==> config.mk <==
export PLATFORM = sky130hd
export DESIGN_NAME = calibrated_altitude_averager
export DESIGN_NICKNAME = d
export VERILOG_FILES = /design/src/hdl/caa_pkg.sv /design/src/hdl/calibrated_altitude_averager.sv /design/src/hdl/caa_ring.sv /design/src/hdl/caa_divider.sv
export SDC_FILE = /design/constraint.sdc
export NUM_CORES = 1
export LEC_CHECK = 0
export BUFFER_PORTS_ARGS = -buffer_cell sky130_fd_sc_hd__buf_2
export CORE_ASPECT_RATIO = 2
export CORE_MARGIN = 4
export CORE_UTILIZATION = 25
export DETAILED_ROUTE_END_ITERATION = 10
export GPL_ROUTABILITY_DRIVEN = 1
export PLACE_DENSITY_LB_ADDON = 0.25
export RECOVER_POWER = 25
export SYNTH_ARGS = -nofsm -noshare
export SYNTH_HDL_FRONTEND = slang
export SYNTH_SLANG_ARGS = --single-unit
==> constraint.sdc <==
create_clock -name clk -period 7 [get_ports clk]
set_input_delay 0 -clock clk [delete_from_list [all_inputs] [get_ports clk]]
set_output_delay 0 -clock clk [all_outputs]
set_load 0.05 [all_outputs]
==> src/hdl/caa_pkg.sv <==
// Shared types and constants for the calibrated altitude averager.
// Used by caa_divider, calibrated_altitude_averager and the testbench; depends on nothing.
`default_nettype none

package caa_pkg;

  localparam int WINDOW_DEPTH_DEF = 16;
  localparam int SAMPLE_BITS_DEF  = 12;

  localparam int RANGE_BITS    = 12;
  localparam int ALT_BITS      = 10;
  localparam int ALT_MAX       = 1023;
  localparam int PERCENT_SCALE = 100;

  localparam logic [RANGE_BITS-1:0] RANGE_RESET = 12'd993;

  // Register word index decoded from the configuration address.
  localparam logic REG_RANGE = 1'b0;

  typedef struct packed {
    logic busy;
    logic done;
  } caa_div_stat_t;

endpackage

`default_nettype wire

==> src/hdl/calibrated_altitude_averager.sv <==
// Transfers are accepted one at a time: the next sample is taken only after the last reading has
// entered the output register. The altitude percent is formed by the bit-per-cycle divider; an
// uncalibrated or zero-span reading skips the divider. The result enters the output register at
// the edge at which ready returns, and a stalled output holds the sequencer. Synchronous active-low
// reset clears the ring position and fill count, sum and levels, and loads the range register with
// RANGE_RESET, all at once. Depends on caa_pkg, caa_ring and caa_divider.
`default_nettype none

module calibrated_altitude_averager #(
  parameter int WINDOW_DEPTH = caa_pkg::WINDOW_DEPTH_DEF,
  parameter int SAMPLE_BITS  = caa_pkg::SAMPLE_BITS_DEF
) (
  input  wire logic clk,
  input  wire logic rst_n,
  // Fields from bit 0: sample, recalibrate, zero padding.
  input  wire logic [((SAMPLE_BITS + 8) / 8) * 8 - 1:0] in_tdata,
  input  wire logic in_tvalid,
  output logic      in_tready,
  // Fields from bit 0: altitude_percent, mean_level, zero padding.
  output logic [((caa_pkg::ALT_BITS + SAMPLE_BITS + 7) / 8) * 8 - 1:0] out_tdata,
  // Fields from bit 0: calibrated.
  output logic      out_tuser,
  output logic      out_tvalid,
  input  wire logic out_tready,
  input  wire logic       cfg_psel,
  input  wire logic       cfg_penable,
  input  wire logic       cfg_pwrite,
  input  wire logic [2:0] cfg_paddr,
  input  wire logic [31:0] cfg_pwdata,
  output logic [31:0] cfg_prdata,
  output logic        cfg_pready
);

  import caa_pkg::*;

  localparam int AW   = $clog2(WINDOW_DEPTH);
  localparam int FW   = $clog2(WINDOW_DEPTH + 1);
  localparam int SUMW = SAMPLE_BITS + AW;
  localparam int NW   = SAMPLE_BITS + 10;
  localparam int DW   = SAMPLE_BITS + 3;
  localparam int SPW  = SAMPLE_BITS + 2;
  localparam int NSW  = SAMPLE_BITS + 11;
  localparam int QW   = NW + 2;
  localparam int TW   = SAMPLE_BITS + 1;
  localparam int CW   = (TW > RANGE_BITS) ? TW : RANGE_BITS;
  localparam int OW   = ((ALT_BITS + SAMPLE_BITS + 7) / 8) * 8;
  localparam int TWICE_SCALE = 2 * PERCENT_SCALE;
  localparam int MK   = SUMW + AW;
  localparam int MW   = SUMW + 2;
  localparam int PW   = SUMW + MW;
  localparam longint RECIP_L =
    ((longint'(1) << MK) + longint'(WINDOW_DEPTH) - 1) / longint'(WINDOW_DEPTH);

  localparam logic [FW-1:0]   FILL_FULL = FW'(WINDOW_DEPTH);
  localparam logic [AW-1:0]   POS_LAST  = AW'(WINDOW_DEPTH - 1);
  localparam logic [AW-1:0]   POS_ONE   = AW'(1);
  localparam logic [FW-1:0]   FILL_ONE  = FW'(1);
  localparam logic [SUMW-1:0] MAX_SUM   = SUMW'(WINDOW_DEPTH * ((1 << SAMPLE_BITS) - 1));
  localparam logic [MW-1:0]   RECIP     = MW'(RECIP_L);

  localparam logic [2:0] S_IDLE = 3'd0;
  localparam logic [2:0] S_READ = 3'd1;
  localparam logic [2:0] S_MEAN = 3'd2;
  localparam logic [2:0] S_PREP = 3'd3;
  localparam logic [2:0] S_ALT  = 3'd4;
  localparam logic [2:0] S_OUT  = 3'd5;

  logic [2:0]             state_r, state_nxt;
  logic [RANGE_BITS-1:0]  range_r, range_nxt;
  logic [AW-1:0]          pos_r, pos_nxt;
  logic [FW-1:0]          fill_r, fill_nxt;
  logic [SUMW-1:0]        sum_r, sum_nxt;
  logic [SAMPLE_BITS-1:0] ground_r, ground_nxt;
  logic [TW-1:0]          top_r, top_nxt;
  logic                   cal_r, cal_nxt;
  logic                   just_r, just_nxt;
  logic                   out_valid_r, out_valid_nxt;
  logic [SAMPLE_BITS-1:0] sample_r, sample_nxt;
  logic                   recal_r, recal_nxt;
  logic [SAMPLE_BITS-1:0] mean_r, mean_nxt;
  logic [ALT_BITS-1:0]    alt_r, alt_nxt;
  logic                   neg_r, neg_nxt;
  logic [ALT_BITS-1:0]    out_alt_r, out_alt_nxt;
  logic [SAMPLE_BITS-1:0] out_mean_r, out_mean_nxt;
  logic                   out_cal_r, out_cal_nxt;

  logic                   in_fire;
  logic                   cfg_write;
  logic                   rd_en;
  logic                   wr_en;
  logic [SAMPLE_BITS-1:0] rd_data;
  logic [SAMPLE_BITS-1:0] old_sample;
  logic                   div_start;
  logic [NW-1:0]          div_num;
  logic [DW-1:0]          div_den;
  logic [NW-1:0]          div_quo;
  caa_div_stat_t          div_stat;

  logic [PW-1:0]          mean_prod;
  logic [CW-1:0]          top_diff;
  logic signed [TW-1:0]   top_s;
  logic signed [SPW-1:0]  span_s;
  logic signed [SPW-1:0]  d_s;
  logic signed [NSW-1:0]  n_s;
  logic [NW-1:0]          n_abs;
  logic [SPW-1:0]         span_abs;
  logic signed [QW-1:0]   q_s;

  assign in_fire    = in_tvalid && in_tready;
  assign in_tready  = (state_r == S_IDLE);
  assign cfg_write  = cfg_psel && cfg_penable && cfg_pwrite && cfg_pready;
  assign cfg_pready = 1'b1;
  assign cfg_prdata = (cfg_paddr[2] == REG_RANGE) ? 32'(range_r) : 32'd0;

  assign rd_en      = in_fire;
  assign wr_en      = (state_r == S_READ);
  assign old_sample = (fill_r == FILL_FULL) ? rd_data : '0;

  caa_ring #(
    .DEPTH  (WINDOW_DEPTH),
    .DATA_W (SAMPLE_BITS)
  ) u_ring (
    .clk     (clk),
    .rd_en   (rd_en),
    .rd_addr (pos_r),
    .rd_data (rd_data),
    .wr_en   (wr_en),
    .wr_addr (pos_r),
    .wr_data (sample_r)
  );

  caa_divider #(
    .NUM_W (NW),
    .DEN_W (DW)
  ) u_div (
    .clk   (clk),
    .rst_n (rst_n),
    .start (div_start),
    .num   (div_num),
    .den   (div_den),
    .quo   (div_quo),
    .stat  (div_stat)
  );

  always_comb begin
    // Exact reciprocal multiplication stands in for the division by the window depth.
    mean_prod = {{MW{1'b0}}, sum_r} * {{SUMW{1'b0}}, RECIP};
    top_s    = $signed(top_r);
    span_s   = SPW'($signed({1'b0, ground_r})) - SPW'(top_s);
    d_s      = SPW'($signed({1'b0, mean_r})) - SPW'(top_s);
    n_s      = NSW'(d_s) * NSW'(TWICE_SCALE) + NSW'(span_s);
    n_abs    = n_s[NSW-1] ? NW'(-n_s) : NW'(n_s);
    span_abs = span_s[SPW-1] ? SPW'(-span_s) : SPW'(span_s);
    top_diff = CW'(mean_r) - CW'(range_r);
    q_s      = neg_r ? (QW'(PERCENT_SCALE) - $signed({2'b00, div_quo}))
                     : (QW'(PERCENT_SCALE) + $signed({2'b00, div_quo}));
  end

  always_comb begin
    state_nxt     = state_r;
    range_nxt     = range_r;
    pos_nxt       = pos_r;
    fill_nxt      = fill_r;
    sum_nxt       = sum_r;
    ground_nxt    = ground_r;
    top_nxt       = top_r;
    cal_nxt       = cal_r;
    just_nxt      = just_r;
    out_valid_nxt = out_valid_r;
    sample_nxt    = sample_r;
    recal_nxt     = recal_r;
    mean_nxt      = mean_r;
    alt_nxt       = alt_r;
    neg_nxt       = neg_r;
    out_alt_nxt   = out_alt_r;
    out_mean_nxt  = out_mean_r;
    out_cal_nxt   = out_cal_r;
    div_start     = 1'b0;
    div_num       = n_abs;
    div_den       = {span_abs, 1'b0};

    if (out_valid_r && out_tready) begin
      out_valid_nxt = 1'b0;
    end
    if (cfg_write && (cfg_paddr[2] == REG_RANGE)) begin
      range_nxt = cfg_pwdata[RANGE_BITS-1:0];
    end

    case (state_r)
      S_IDLE: begin
        if (in_fire) begin
          sample_nxt = in_tdata[SAMPLE_BITS-1:0];
          recal_nxt  = in_tdata[SAMPLE_BITS];
          state_nxt  = S_READ;
        end
      end
      S_READ: begin
        sum_nxt   = sum_r - SUMW'(old_sample) + SUMW'(sample_r);
        pos_nxt   = (pos_r == POS_LAST) ? '0 : pos_r + POS_ONE;
        just_nxt  = (fill_r == FILL_FULL - FILL_ONE);
        if (fill_r != FILL_FULL) begin
          fill_nxt = fill_r + FILL_ONE;
        end
        state_nxt = S_MEAN;
      end
      S_MEAN: begin
        mean_nxt  = mean_prod[MK +: SAMPLE_BITS];
        state_nxt = S_PREP;
      end
      S_PREP: begin
        if (just_r || (recal_r && (fill_r == FILL_FULL))) begin
          ground_nxt = mean_r;
          top_nxt    = top_diff[TW-1:0];
          cal_nxt    = 1'b1;
          // Levels change; redo this step next time around with the new levels.
          just_nxt   = 1'b0;
          recal_nxt  = 1'b0;
          state_nxt  = S_PREP;
        end else if (!cal_r || (span_s == '0)) begin
          alt_nxt   = '0;
          state_nxt = S_OUT;
        end else begin
          neg_nxt   = n_s[NSW-1] ^ ~span_s[SPW-1];
          div_start = 1'b1;
          state_nxt = S_ALT;
        end
      end
      S_ALT: begin
        if (div_stat.done) begin
          if (q_s < 0) begin
            alt_nxt = '0;
          end else if (q_s > QW'(ALT_MAX)) begin
            alt_nxt = ALT_BITS'(ALT_MAX);
          end else begin
            alt_nxt = q_s[ALT_BITS-1:0];
          end
          state_nxt = S_OUT;
        end
      end
      S_OUT: begin
        if (!out_valid_r || out_tready) begin
          out_valid_nxt = 1'b1;
          out_alt_nxt   = alt_r;
          out_mean_nxt  = mean_r;
          out_cal_nxt   = cal_r;
          state_nxt     = S_IDLE;
        end
      end
      default: begin
        state_nxt = S_IDLE;
      end
    endcase
  end

  always_ff @(posedge clk) begin
    if (!rst_n) begin
      state_r     <= S_IDLE;
      range_r     <= RANGE_RESET;
      pos_r       <= '0;
      fill_r      <= '0;
      sum_r       <= '0;
      ground_r    <= '0;
      top_r       <= '0;
      cal_r       <= 1'b0;
      just_r      <= 1'b0;
      out_valid_r <= 1'b0;
    end else begin
      state_r     <= state_nxt;
      range_r     <= range_nxt;
      pos_r       <= pos_nxt;
      fill_r      <= fill_nxt;
      sum_r       <= sum_nxt;
      ground_r    <= ground_nxt;
      top_r       <= top_nxt;
      cal_r       <= cal_nxt;
      just_r      <= just_nxt;
      out_valid_r <= out_valid_nxt;
    end
  end

  always_ff @(posedge clk) begin
    sample_r   <= sample_nxt;
    recal_r    <= recal_nxt;
    mean_r     <= mean_nxt;
    alt_r      <= alt_nxt;
    neg_r      <= neg_nxt;
    out_alt_r  <= out_alt_nxt;
    out_mean_r <= out_mean_nxt;
    out_cal_r  <= out_cal_nxt;
  end

  assign out_tvalid = out_valid_r;
  assign out_tuser  = out_cal_r;
  assign out_tdata  = OW'({out_mean_r, out_alt_r});

  a_fill_bounded: assert property (@(posedge clk) disable iff (!rst_n)
    fill_r <= FILL_FULL)
    else $error("fill count exceeds window depth");

  a_sum_bounded: assert property (@(posedge clk) disable iff (!rst_n)
    sum_r <= MAX_SUM)
    else $error("running sum exceeds the largest possible window total");

  a_cal_sticky: assert property (@(posedge clk) disable iff (!rst_n)
    cal_r |=> cal_r)
    else $error("calibration flag dropped");

  a_div_idle_start: assert property (@(posedge clk) disable iff (!rst_n)
    div_start |-> !div_stat.busy)
    else $error("divider started while busy");

  a_uncal_zero: assert property (@(posedge clk) disable iff (!rst_n)
    (state_r == S_OUT && !cal_r) |-> (alt_r == '0))
    else $error("altitude nonzero before calibration");

endmodule

`default_nettype wire

==> src/hdl/caa_ring.sv <==
// Sample ring storage: one write port and one registered read port.
// Standalone memory; no package dependencies.
`default_nettype none

module caa_ring #(
  parameter int DEPTH  = 16,
  parameter int DATA_W = 12
) (
  input  wire logic                     clk,
  input  wire logic                     rd_en,
  input  wire logic [$clog2(DEPTH)-1:0] rd_addr,
  output logic      [DATA_W-1:0]        rd_data,
  input  wire logic                     wr_en,
  input  wire logic [$clog2(DEPTH)-1:0] wr_addr,
  input  wire logic [DATA_W-1:0]        wr_data
);

  logic [DATA_W-1:0] mem_r [DEPTH];
  logic [DATA_W-1:0] rd_data_r;

  always_ff @(posedge clk) begin
    if (wr_en) begin
      mem_r[wr_addr] <= wr_data;
    end
  end

  always_ff @(posedge clk) begin
    if (rd_en) begin
      rd_data_r <= mem_r[rd_addr];
    end
  end

  assign rd_data = rd_data_r;

endmodule

`default_nettype wire

==> src/hdl/caa_divider.sv <==
// Unsigned restoring divider, one quotient bit per cycle.
// Depends on caa_pkg for the status struct.
`default_nettype none

module caa_divider #(
  parameter int NUM_W = 22,
  parameter int DEN_W = 15
) (
  input  wire logic                   clk,
  input  wire logic                   rst_n,
  input  wire logic                   start,
  input  wire logic [NUM_W-1:0]       num,
  input  wire logic [DEN_W-1:0]       den,
  output logic      [NUM_W-1:0]       quo,
  output caa_pkg::caa_div_stat_t      stat
);

  import caa_pkg::*;

  localparam int CNT_W = $clog2(NUM_W + 1);
  localparam logic [CNT_W-1:0] CNT_ONE  = CNT_W'(1);
  localparam logic [CNT_W-1:0] CNT_LOAD = CNT_W'(NUM_W);

  logic [NUM_W-1:0] acc_r, acc_nxt;
  logic [DEN_W-1:0] rem_r, rem_nxt;
  logic [DEN_W-1:0] den_r, den_nxt;
  logic [CNT_W-1:0] cnt_r, cnt_nxt;
  logic             busy_r, busy_nxt;
  logic             done_r, done_nxt;
  logic [DEN_W:0]   rem_sh;
  logic [DEN_W:0]   rem_sub;
  logic             fits;

  always_comb begin
    rem_sh  = {rem_r, acc_r[NUM_W-1]};
    rem_sub = rem_sh - {1'b0, den_r};
    fits    = (rem_sh >= {1'b0, den_r});
    acc_nxt  = acc_r;
    rem_nxt  = rem_r;
    den_nxt  = den_r;
    cnt_nxt  = cnt_r;
    busy_nxt = busy_r;
    done_nxt = 1'b0;
    if (start) begin
      acc_nxt  = num;
      rem_nxt  = '0;
      den_nxt  = den;
      cnt_nxt  = CNT_LOAD;
      busy_nxt = 1'b1;
    end else if (busy_r) begin
      acc_nxt = {acc_r[NUM_W-2:0], fits};
      rem_nxt = fits ? rem_sub[DEN_W-1:0] : rem_sh[DEN_W-1:0];
      cnt_nxt = cnt_r - CNT_ONE;
      if (cnt_r == CNT_ONE) begin
        busy_nxt = 1'b0;
        done_nxt = 1'b1;
      end
    end
  end

  always_ff @(posedge clk) begin
    if (!rst_n) begin
      busy_r <= 1'b0;
      done_r <= 1'b0;
      cnt_r  <= '0;
    end else begin
      busy_r <= busy_nxt;
      done_r <= done_nxt;
      cnt_r  <= cnt_nxt;
    end
  end

  always_ff @(posedge clk) begin
    acc_r <= acc_nxt;
    rem_r <= rem_nxt;
    den_r <= den_nxt;
  end

  assign quo       = acc_r;
  assign stat.busy = busy_r;
  assign stat.done = done_r;

endmodule

`default_nettype wire

Word-level counts from Yosys, hierarchy flattened
Memories as Yosys holds them, arrays and structs flattened. A register that Yosys moved wholly into a read port is not among the register bits.
Cells that the tools add are included.
{ "totals": {"output_inout_bits": 60, "input_bits": 58, "ram_bits": 192, "register_bits": 185, "wordCells": 135, "memories": 1} }
{ "op_classes": {"n_mul": 1, "n_eq_ne": 16, "order_cmp": 3, "mux": 39, "reduce_logical": 28, "add_sub_neg": 14, "bitwise_logic": 7} }
{ "memory_table": {"columns": ["memory", "depth", "word_bits", "rd", "rd_clocked_by_memory_dff", "wr", "line", "source"], "rows": [
  ["u_ring.mem_r", 16, 12, 1, 1, 1, "caa_ring.sv:18", "logic [DATA_W-1:0] mem_r [DEPTH];"]
]} }
{ "ops": {"columns": ["operator", "n"], "rows": [
  ["$mux 22", 3],
  ["$mux 10", 5],
  ["$sub 13x13->14", 2],
  ["$gt 24x11->1 const B", 1],
  ["$lt 24x1->1 const B", 1],
  ["$mux 12", 2],
  ["$mux 24", 1],
  ["$add 23x14->23", 1],
  ["$add 7x22->23 const A", 1],
  ["$sub 7x22->23 const A", 1],
  ["$neg 22->22", 1],
  ["$mul 14x6->20 const B", 1],
  ["$pmux 10 s2", 1],
  ["$pmux 3 s6", 1],
  ["$add 16x12->16", 1],
  ["$ge 16x15->1", 1],
  ["$sub 16x12->16", 1],
  ["$mux 1", 15],
  ["$mux 15", 1],
  ["$sub 15x15->15", 1],
  ["$logic_not 14->1", 1],
  ["$neg 14->14", 1],
  ["$mux 13", 1],
  ["$sub 12x12->13", 1],
  ["other kinds (29)", 62]
]} }

Longest topological paths before layout
{ "depth": {"word_depth": 7, "depth_mapped": 34, "ltp_nobuf": 33} }

Modules after synthesis
From an unflattened synthesis, not the netlist that was laid out.
{ "hier_totals": {"cells_unflattened": 1949, "hier_area_um2": 22332.7} }
{ "by_module_without_submodules": {"columns": ["module", "n_inst", "cells_per_inst", "area_each_um2", "seq_area_each_um2"], "rows": [
  ["calibrated_altitude_averager", 1, 1329, 11423.5, 3133.0],
  ["caa_ring", 1, 329, 7719.9, 6125.9],
  ["caa_divider", 1, 291, 3189.3, 1551.5]
]} }

Least setup slack after synthesis
OpenSTA, ideal clock, no wires.
{ "synth_timing": {"path_type": "register -> register", "start": "register mean_r[0]", "end": "register u_div.acc_r[21], in the netlist u_div.quo[21] (data pin)", "setup_time_ps": 260, "synth_period_minus_slack_ps": 6890, "path_slack_ps": 110, "path_stages_with_launch": 30, "arrival_ps": 6629, "n_path_buf": 1, "required_time_ps": 6740, "path_cell_list": "edfxtp_1 > inv_1 > ha_1 > fa_1 > nor2b_1 > o21ai_0 > a21boi_0 > o21ai_0 > a21boi_0 > o21a_1 > nor2_1 > xnor2_1 > ha_1 > inv_1 > fa_1 > inv_1 > ha_1 > ha_1 > a2111oi_1 > o21ba_2 > xnor2_1 > ha_1 > clkbuf_1 > a2111o_1 > o31ai_1 > nor2_1 > or3_2 > o41ai_2 > xnor2_1 > mux2_4"} }
{ "synth_via": {"elab_chain_len": 6} }
{ "synth_lines": {"columns": ["item", "line", "source"], "rows": [
  ["start: declaration", "calibrated_altitude_averager.sv:80", "logic [SAMPLE_BITS-1:0] mean_r, mean_nxt;"],
  ["start signal: assignment", "calibrated_altitude_averager.sv:284", "mean_r <= mean_nxt;"],
  ["$sub 13x13->14 *", "calibrated_altitude_averager.sv:150", "d_s = SPW'($signed({1'b0, mean_r})) - SPW'(top_s);"],
  ["$mul 14x6->20 *", "calibrated_altitude_averager.sv:151", "n_s = NSW'(d_s) * NSW'(TWICE_SCALE) + NSW'(span_s);"],
  ["$add 23x14->23 *", "calibrated_altitude_averager.sv:151", null],
  ["$neg 22->22", "calibrated_altitude_averager.sv:152", "n_abs = n_s[NSW-1] ? NW'(-n_s) : NW'(n_s);"],
  ["$mux 22 *", "calibrated_altitude_averager.sv:152", null],
  ["$mux 22 *", "caa_divider.sv:44", "if (start) begin"],
  ["net u_div.acc_nxt[21]", "caa_divider.sv:24", "logic [NUM_W-1:0] acc_r, acc_nxt;"],
  ["end signal: assignment", "caa_divider.sv:74", "acc_r <= acc_nxt;"],
  ["end: declaration", "caa_divider.sv:24", null]
]} }
The timed path passes the listed nets; every way through them passes the cells marked *.
A chain may end at the register's enable or synchronous reset.

Final worst setup path
{ "layout_timing": {"start": "register mean_r[1]", "end": "register u_div.acc_r[20], in the netlist u_div.quo[20] (data pin)"} }
Same word-level chain as after synthesis.

==> run_results.csv <==
group,metric,value,unit
synth,synth_top_family_by_area,"simple AND/OR/NAND/NOR gates",
routing,ant_nets,0,
routing,drt-wirelength-per-cell,18.4,um
synth,synth_commonest_cells,"edfxtp_1 (299), inv_1 (168), nor2_1 (161), ha_1 (148), nand2_1 (148)",
sta,min_period,6.66,ns
routing,routed_wl,61.0,mm
setup_path,cp-start-kind,"flip-flop",
synth,synth-main-ff-cell,"edfxtp_1",
run_status,status,"finished clean",
setup_path,crit_fanout,6,
synth,yosys-top-cells-area,"edfxtp_1 (41%), ha_1 (8.4%), dfxtp_1 (8.2%), mux4_2 (6.2%), xnor2_1 (3.1%)",
setup_path,end_kind,"flip-flop",
sta,finalHoldViolations,0,
place,hpwl,45.6,mm
synth,synthSimpleGateAreaFrac,0.114,
routing,firstDrtPassIters,5,
sta,worstMarginPinSlew,1.15,ns
cts,numCtsBuffers,41,
synth,yosys_warnings,0,
cts,htreeDepth,2,
synth,synth_seq_cells,389,
setup_path,path_class,"reg -> reg",
cts,cts_tree,"done",
power_and_ir_drop,switching_share,0.339,
die,row_count,153,
routing,drt_iter0_drc,808,
synth,ys_async_sr_fraction,0,
die,fp.dieH,427,um
power_and_ir_drop,power_switching,2.84,mW
sta,fmax,150,MHz
power_and_ir_drop,p_leak,9.72,nW
sta,drv_slew,0,
die,core_area,0.0869,mm^2
cts,numClockSinks,389,
synth,synth-edff-count,299,
synth,ys_types,86,
cells_and_area,num_antenna_cells,0,
synth,yosysMostFrequentCell,"edfxtp_1",
routing,vias,15100,
grt,grt_max_degree,54,
sta,hold_ws,0.134,ns
job,drv_cap,0,
grt,antenna_found_initial,1,
routing,met1_length,21.4,mm
cells_and_area,fin_area,0.0265,mm^2
cells_and_area,fin_util,0.304,
cts,cts.clk_slew.worst_paths,0.06,ns
die,die_x,217,um
routing,vias_per_cell,4.55,
grt,grtUsageTotal,0.128,
synth,synthAdderAreaFrac,0.106,
cts,cts_root_buffer,"clkbuf_16",
sta,clock_skew,0.0210,ns
setup_path,crit_top_cell,"buf_4",
cells_and_area,nets,2356,
synth,synth_compound_area_frac,0.114,
die,initial_core_util,0.252,
synth,yosysTopAreaCell,"edfxtp_1",
cts,clk_latency,0.58,ns
place,io_buffer_count,69,
die,io_pins,118,
power_and_ir_drop,seqPwrFrac,0.315,
synth,syn_inst,1943,
cts,clk_path_buf_depth,3,
grt,grt.overflow.total,0,
routing,wl_met3,1.72,mm
power_and_ir_drop,finalPower,8.36,mW
synth,ys_seq_area_frac,0.492,
setup_path,slowest_delay,0.55,ns
place,post_dp_cell_area,0.0241,mm^2
die,die-area,0.0928,mm^2
grt,grt_pass1_vias,15700,
routing,met2_length,35.3,mm
synth,synth_top_area_share,0.410,
routing,drc,0,
cells_and_area,area_growth,20.7,%
cells_and_area,drive_above_1_share,0.188,
sta,slew_headroom,0.231,
power_and_ir_drop,clkPwrFrac,0.270,
sta,fin_crit_sh,0.951,
routing,dr.max_layer_used,"met4",
synth,synth_area_per_cell,11.3,um^2
synth,synthMuxAreaShare,0.0712,
setup_path,worstPathRequired,7.32,ns
power_and_ir_drop,ir_worst_vdd,185,uV
power_and_ir_drop,p_per_area,316,mW/mm^2
setup_path,worst_path_max_delay_cell,"fa_1",
min_path,hold_class,"in -> reg",
sta,setup_viol,0,
synth,netlist_area,0.0219,mm^2
power_and_ir_drop,p_comb_frac,0.415,
setup_path,arrival,6.98,ns
place,place_congestion,0.826,
sta,tns,0,ns
power_and_ir_drop,intPower,5.53,mW
synth,synth-xor-area-share,0.0520,
grt,grt_pass1_wl,91.1,mm
## critical path: cells and delay by family, from the launching register on
kind                       cells  cell delay [ns]
AOI/OAI and AO/OA             10             2.31
xor gates and xnor gates       2             0.33
adders and majority gates      5             1.77
buffers and inverters          6             0.85
DFF                            1             0.38
and+or+nand+nor                4             0.74
## registers in the layout, indices dropped and copies added (netlist names), 3 cells and up
signal / count
range_r: 12
ground_r: 12
top_r: 13
u_ring.mem_r: 192
u_div.cnt_r: 5
u_div.den_r: 14
sum_r: 16
out_alt_r: 10
out_mean_r: 12
sample_r: 12
u_div.quo: 22
u_ring.rd_data: 12
mean_r: 12
pos_r: 4
alt_r: 10
fill_r: 5
state_r: 3
u_div.rem_r: 15
## cell usage in the layout, fill, tap and decap left out, types with 15 or more instances in the layout
master / netlist / layout
o21a_1: 23 / 23
o21ai_0: 65 / 59
xor2_1: 47 / 44
nor2_2: 0 / 18
ha_4: 0 / 20
nand2b_1: 18 / 18
conb_1: 2 / 24
nor3_1: 32 / 27
nand2_1: 148 / 148
nor2b_1: 24 / 22
dlygate4sd3_1: 0 / 38
a21oi_1: 132 / 127
nor2_1: 161 / 140
dfxtp_1: 90 / 86
fa_1: 24 / 23
a31oi_1: 17 / 16
a211oi_1: 26 / 26
mux4_2: 60 / 60
and2_1: 22 / 22
edfxtp_1: 299 / 299
buf_2: 5 / 68
clkbuf_16: 0 / 42
buf_4: 23 / 95
xnor2_1: 78 / 73
ha_1: 148 / 126
a21o_1: 25 / 25
mux2i_1: 15 / 15
nand3_1: 29 / 29
inv_1: 168 / 167
## area by class of cell
class	instances	area, um^2
well taps	1162	1450
inverters	171	642
multi-input cells	1312	10700
repair buffers	211	1480
clock buffers	48	1070
fillers	9000	60500
flip-flops and latches	389	10800
clock inverters	26	297
## cells by family after synthesis
| group | after synthesis |
|---|---|
| XOR/XNOR | 127 |
| adder cells (fa/ha/maj) | 172 |
| AND/OR/NAND/NOR | 523 |
| other | 2 |
| flip-flops | 389 |
| buffers and inverters | 264 |
| AO/OA/AOI/OAI | 386 |
| multiplexers | 80 |
## path summary, 6_finish.rpt
path,to,startpoint,slack [ns],cells after the start
worst max-delay path,u_div.quo[20],mean_r[1],0.34,27
worst min-delay path,sample_r[11],in_tdata[11],0.13,2
worst max register to register,u_div.quo[20],mean_r[1],0.34,27
worst min register to register,out_alt_r[7],alt_r[7],0.42,0
## power by group through the flow
stage	Clock, mW	Sequential, mW	Combinational (mW)
floorplan	0	2.65	2.16
global placement	0	2.68	3.07
detailed placement	0	2.68	3.10
CTS	2.33	2.63	3.15
global route	2.42	2.64	3.84
finish	2.26	2.63	3.47
## metal layers
layer,GRT usage,up-vias
met3,0.0184,100
met4,0.0513,0
met2,0.262,219
li1,-,7346
met5,0,-
met1,0.125,7447
## per-stage QoR
stage	worst slack (ns)	std cells
after floorplan	0.110	1965
after global placement	-0.0606	3195
after detailed placement	-0.136	3195
after CTS	0.0351	3307
after global routing	-0.0100	3319
final	0.340	3319
## repair_timing
| action | CTS | global route |
|---|---|---|
| pin swaps | 0 | 51 |
| endpoints found under the hold margin | 29 | 0 |
| hold buffers | 38 | 0 |
| endpoints found under the setup margin | 16 | 21 |
| resized for setup | 5 | 74 |
| setup buffers | 0 | 12 |
| gates cloned | 0 | 0 |
Note: power is estimated with default switching activity, not from simulation.
